<file path="src/hw/rtl/csp_pkg.sv">
package csp_pkg;

  localparam int PROB_FRAC_BITS = 31;
  localparam int PROB_W         = 32;
  localparam int IDX_W          = 12;
  localparam int OP_W           = 2;
  localparam int NUM_VARS_DEF   = 4096;
  localparam int IN_TDATA_W     = 48;
  localparam int OUT_TDATA_W    = 32;

  localparam logic [PROB_W-1:0] PROB_ONE = PROB_W'(1) << PROB_FRAC_BITS;

  typedef logic [OP_W-1:0] op_t;

  localparam op_t OP_LOAD   = 2'd0;
  localparam op_t OP_MEMBER = 2'd1;
  localparam op_t OP_FINISH = 2'd2;

  localparam logic MODE_SUM   = 1'b0;
  localparam logic MODE_BOUND = 1'b1;

endpackage

</file>
<file path="src/hw/rtl/csp_mul.sv">
module csp_mul (
  input  logic                       clk,
  input  logic [csp_pkg::PROB_W-1:0] a,
  input  logic [csp_pkg::PROB_W-1:0] b,
  output logic [csp_pkg::PROB_W-1:0] p
);
  import csp_pkg::*;

  localparam int PROD_W = 2 * PROB_W;

  logic [PROD_W-1:0] prod_r;
  logic [PROD_W-1:0] shifted;

  always_ff @(posedge clk) begin
    prod_r <= PROD_W'(a) * PROD_W'(b);
  end

  // truncating fixed-point scale, saturated at one
  assign shifted = prod_r >> PROB_FRAC_BITS;
  assign p = (shifted > PROD_W'(PROB_ONE)) ? PROB_ONE : shifted[PROB_W-1:0];

endmodule

</file>
<file path="config.mk">
export PLATFORM = sky130hd
export DESIGN_NAME = csp_mul
export DESIGN_NICKNAME = d
export VERILOG_FILES = /design/src/hw/rtl/csp_pkg.sv /design/src/hw/rtl/csp_mul.sv
export SDC_FILE = /design/constraint.sdc
export NUM_CORES = 2
export LEC_CHECK = 0
export BUFFER_PORTS_ARGS = -buffer_cell sky130_fd_sc_hd__buf_4
export CAP_MARGIN = 20
export CORE_MARGIN = 1.5
export CORE_UTILIZATION = 60
export CTS_BUF_LIST = sky130_fd_sc_hd__clkbuf_4
export DETAILED_ROUTE_END_ITERATION = 8
export PLACE_DENSITY = 0.77
export RECOVER_POWER = 25
export SLEW_MARGIN = 25
export SYNTH_ARGS = -nofsm -noshare
export SYNTH_HDL_FRONTEND = slang
export SYNTH_SLANG_ARGS = --single-unit
export TNS_END_PERCENT = 10
</file>
<file path="constraint.sdc">
create_clock -name clk -period 12.98 [get_ports clk]
set_clock_uncertainty 0.1 [all_clocks]
set_input_delay 1.298 -clock clk [delete_from_list [all_inputs] [get_ports clk]]
set_output_delay 1.298 -clock clk [all_outputs]
set_load 0.02 [all_outputs]
</file>
==> qor.csv <==
stage,metric,value,unit
placement,port_buffers,96,
floorplanning,row_count,86,
clock_network,cts_made_buffers,5,
finish,drive_gt1_frac,0.0326,
timing,rsz0062_at_grt,false,
logic_synthesis,syn-mean-instance-area,9.18,µm²
global_route,grt_antenna_before_repair,2,
finish,layout_common_cells,"fa_1 (895), inv_1 (867), and2_1 (633)",
floorplanning,start_util,0.609,
floorplanning,die-width,240,µm
drt,vias,24483,
finish,top_regs,prod_r x33,
worst_setup_path,critPathMaxFanout,32,
worst_setup_path,cpMostUsedCell,fa_1,
drt,drt_iter0_markers,1530,
clock_network,cts_setup_buffers,0,
global_route,grt_use_total,0.330,
logic_synthesis,netlist_area,33600,µm²
placement,place.gp.congestion,0.934,
drt,routedWlPerCell,20.6,µm
finish,regMostFlops,prod_r,
floorplanning,die_h,240,µm
clock_network,cts_resized,0,
run,cap_violations,1,
clock_network,cts_tree,built,
finish,largest_register_ff_count,33,
drt,via_per_inst,5.68,
clock_network,holdBufCountCts,0,
finish,area_growth,2.71,%
timing,max_freq,116,MHz
timing,worst_slew_pin_slew,2.06,ns
clock_network,cts_root_buf,clkbuf_4,
timing,tns,0,ns
min_path,whs_path_depth,2,
logic_synthesis,synth-edff-count,0,
min_path,hp-class,register to primary output,
clock_network,htreeDepth,2,
logic_synthesis,ys_types,59,
floorplanning,core,55200,µm²
min_path,holdPathEnd,p[26],
logic_synthesis,synth_seq_cells,33,
status,status,finished with violations,
worst_setup_path,critPathMaxStageDelay,0.65,ns
logic_synthesis,syn_nets,4883,
status,violations,"capacitance limit, slew limit",
timing,slew_viol_final,32,
worst_setup_path,cp.required,13.10,ns
global_route,gr-total-overflow,0,
drt,first_pass_iters,6,
timing,finalSetupViolations,0,
finish,nets,4779,
finish,fillCellCount,4612,
logic_synthesis,ys_seq_area_frac,0.0197,
logic_synthesis,ys_async_sr_fraction,0,
worst_setup_path,crit_path_start_kind,input port,
logic_synthesis,synthFlopType,dfxtp_1,
worst_setup_path,cp.arrival,8.72,ns
min_path,holdCritStartpoint,prod_r[57],
finish,layout_commonest_cell,fa_1,
worst_setup_path,worst_path_dominant_cell_family,adder cells,
drt,drtAntennaViolNets,0,
clock_network,cts_num_sinks,33,
drt,post-route-drc-count,0,
clock_network,clk_pin_slew_worst_paths,0.09,ns
placement,dp_hpwl,67.1,mm
global_route,grt_pass1_wl,144,mm
worst_setup_path,crit_buf_inv,4,
worst_setup_path,end_kind,register,
drt,wl,88.9,mm
clock_network,clockBufferDepth,2,
timing,relSlewSlack,-0.389,
floorplanning,dieArea,57500,µm²
floorplanning,ioPinCount,97,
logic_synthesis,syn_inst,3663,
worst_setup_path,crit_type,input port to register,
worst_setup_path,path_cells,buf_4 -> nand2_1 -> fa_1 -> inv_1 -> fa_1 -> fa_1 -> fa_1 -> fa_1 -> fa_1 -> fa_1 -> inv_1 -> fa_1 -> inv_1 -> ha_1 -> nand4_1 -> nor3_1 -> nand3_1 -> a311oi_2 -> nor4_2 -> o31ai_1 -> a21oi_1 -> xnor2_1,
global_route,grt_pass1_vias,26775,
timing,finalHoldViolCount,0,
timing,fin_crit_sh,0.663,
logic_synthesis,ys_warn_count,0,
worst_setup_path,slowest_stage,fa_1,
global_route,grt_start_max_net_pins,33,
timing,finalCriticalPeriod,8.60,ns
## how the worst max path moves through the flow
stage | start | to | slack (ns) | cells past startpoint
detailed placement | b[23] | prod_r[59] | 4.22 | 22
floorplan | b[8] | prod_r[60] | 5.11 | 23
finish | b[23] | prod_r[59] | 4.38 | 22
CTS | b[23] | prod_r[59] | 4.52 | 22
global placement | b[23] | prod_r[59] | 4.19 | 22
global route | b[26] | prod_r[59] | 4.11 | 22
## final cells by class
cell class              count  area (µm²)  share of cell area
well taps                 748         936              0.0271
clock inverters             3        12.5            0.000362
clock buffers               5        37.5             0.00109
flip-flops and latches     33         661              0.0191
diodes                      1        2.50           0.0000725
inverters                 867        3250              0.0942
repair buffers             96         717              0.0208
multi-input cells        2556       28900               0.837
## kinds of logic after synthesis
group | synth area share
XOR/XNOR | 0.00938
AND/OR/NAND/NOR | 0.187
AO/OA/AOI/OAI | 0.0332
adder cells (fa/ha/maj) | 0.630
multiplexers | 0.000335
flip-flops | 0.0197
buffers and inverters | 0.120
## tightest hold or removal path, delay by kind of cell, from the launching register on
kind / cells / cell delay, ns
and+or+nand+nor: 1 / 0.12
DFF: 1 / 0.33
buffers and inverters: 1 / 0.13
## synthesized netlist by cell type, drive strengths merged (2+ instances only)
cell type | count | area, µm²
o211ai | 3 | 22.5
o21bai | 10 | 75.1
clkbuf | 198 | 744
and2 | 647 | 4050
o21ai | 31 | 155
fa | 895 | 17900
o221ai | 4 | 41.3
ha | 260 | 3250
a31oi | 5 | 31.3
a21o | 24 | 180
nand3 | 18 | 90.1
inv | 867 | 3250
nand2 | 448 | 1680
a21oi | 57 | 293
o21a | 2 | 15.0
a211oi | 5 | 37.5
nor2 | 20 | 75.1
nor3 | 8 | 45.0
nand4 | 21 | 131
o31ai | 2 | 15.0
o2111ai | 2 | 17.5
o311ai | 3 | 26.3
xor2 | 13 | 114
nand2b | 4 | 25.0
nor4 | 14 | 93.8
or3 | 2 | 12.5
a2111oi | 3 | 38.8
buf | 9 | 48.8
a221oi | 4 | 47.6
xnor2 | 23 | 201
and3 | 6 | 37.5
dfxtp | 33 | 661
nor2b | 4 | 25.0
o22ai | 4 | 25.0
## through the flow
stage	area (µm²)	std cells	worst slack, ns	utilization	hold WS, ns
floorplan	33600	3663	5.11	-	1.63
global placement	34500	4300	4.19	0.625	1.75
detailed placement	34500	4300	4.22	0.625	1.74
CTS	34500	4308	4.52	0.626	2.10
global route	34500	4309	4.11	0.626	2.16
finish	34500	4309	4.38	0.626	2.10
## layer usage
metal | routed length, µm | GRT usage | share of wire | vias up
met5 | 0 | 0 | 0 | -
met4 | 5760 | 0.174 | 0.065 | 0
met3 | 6640 | 0.0400 | 0.075 | 328
met2 | 44600 | 0.568 | 0.50 | 1154
met1 | 31900 | 0.407 | 0.36 | 12669
li1 | - | - | - | 10332
Power is left out: the tool's default activity adds up to more than one toggle a clock period on the data nets, which glitch-free logic cannot reach.
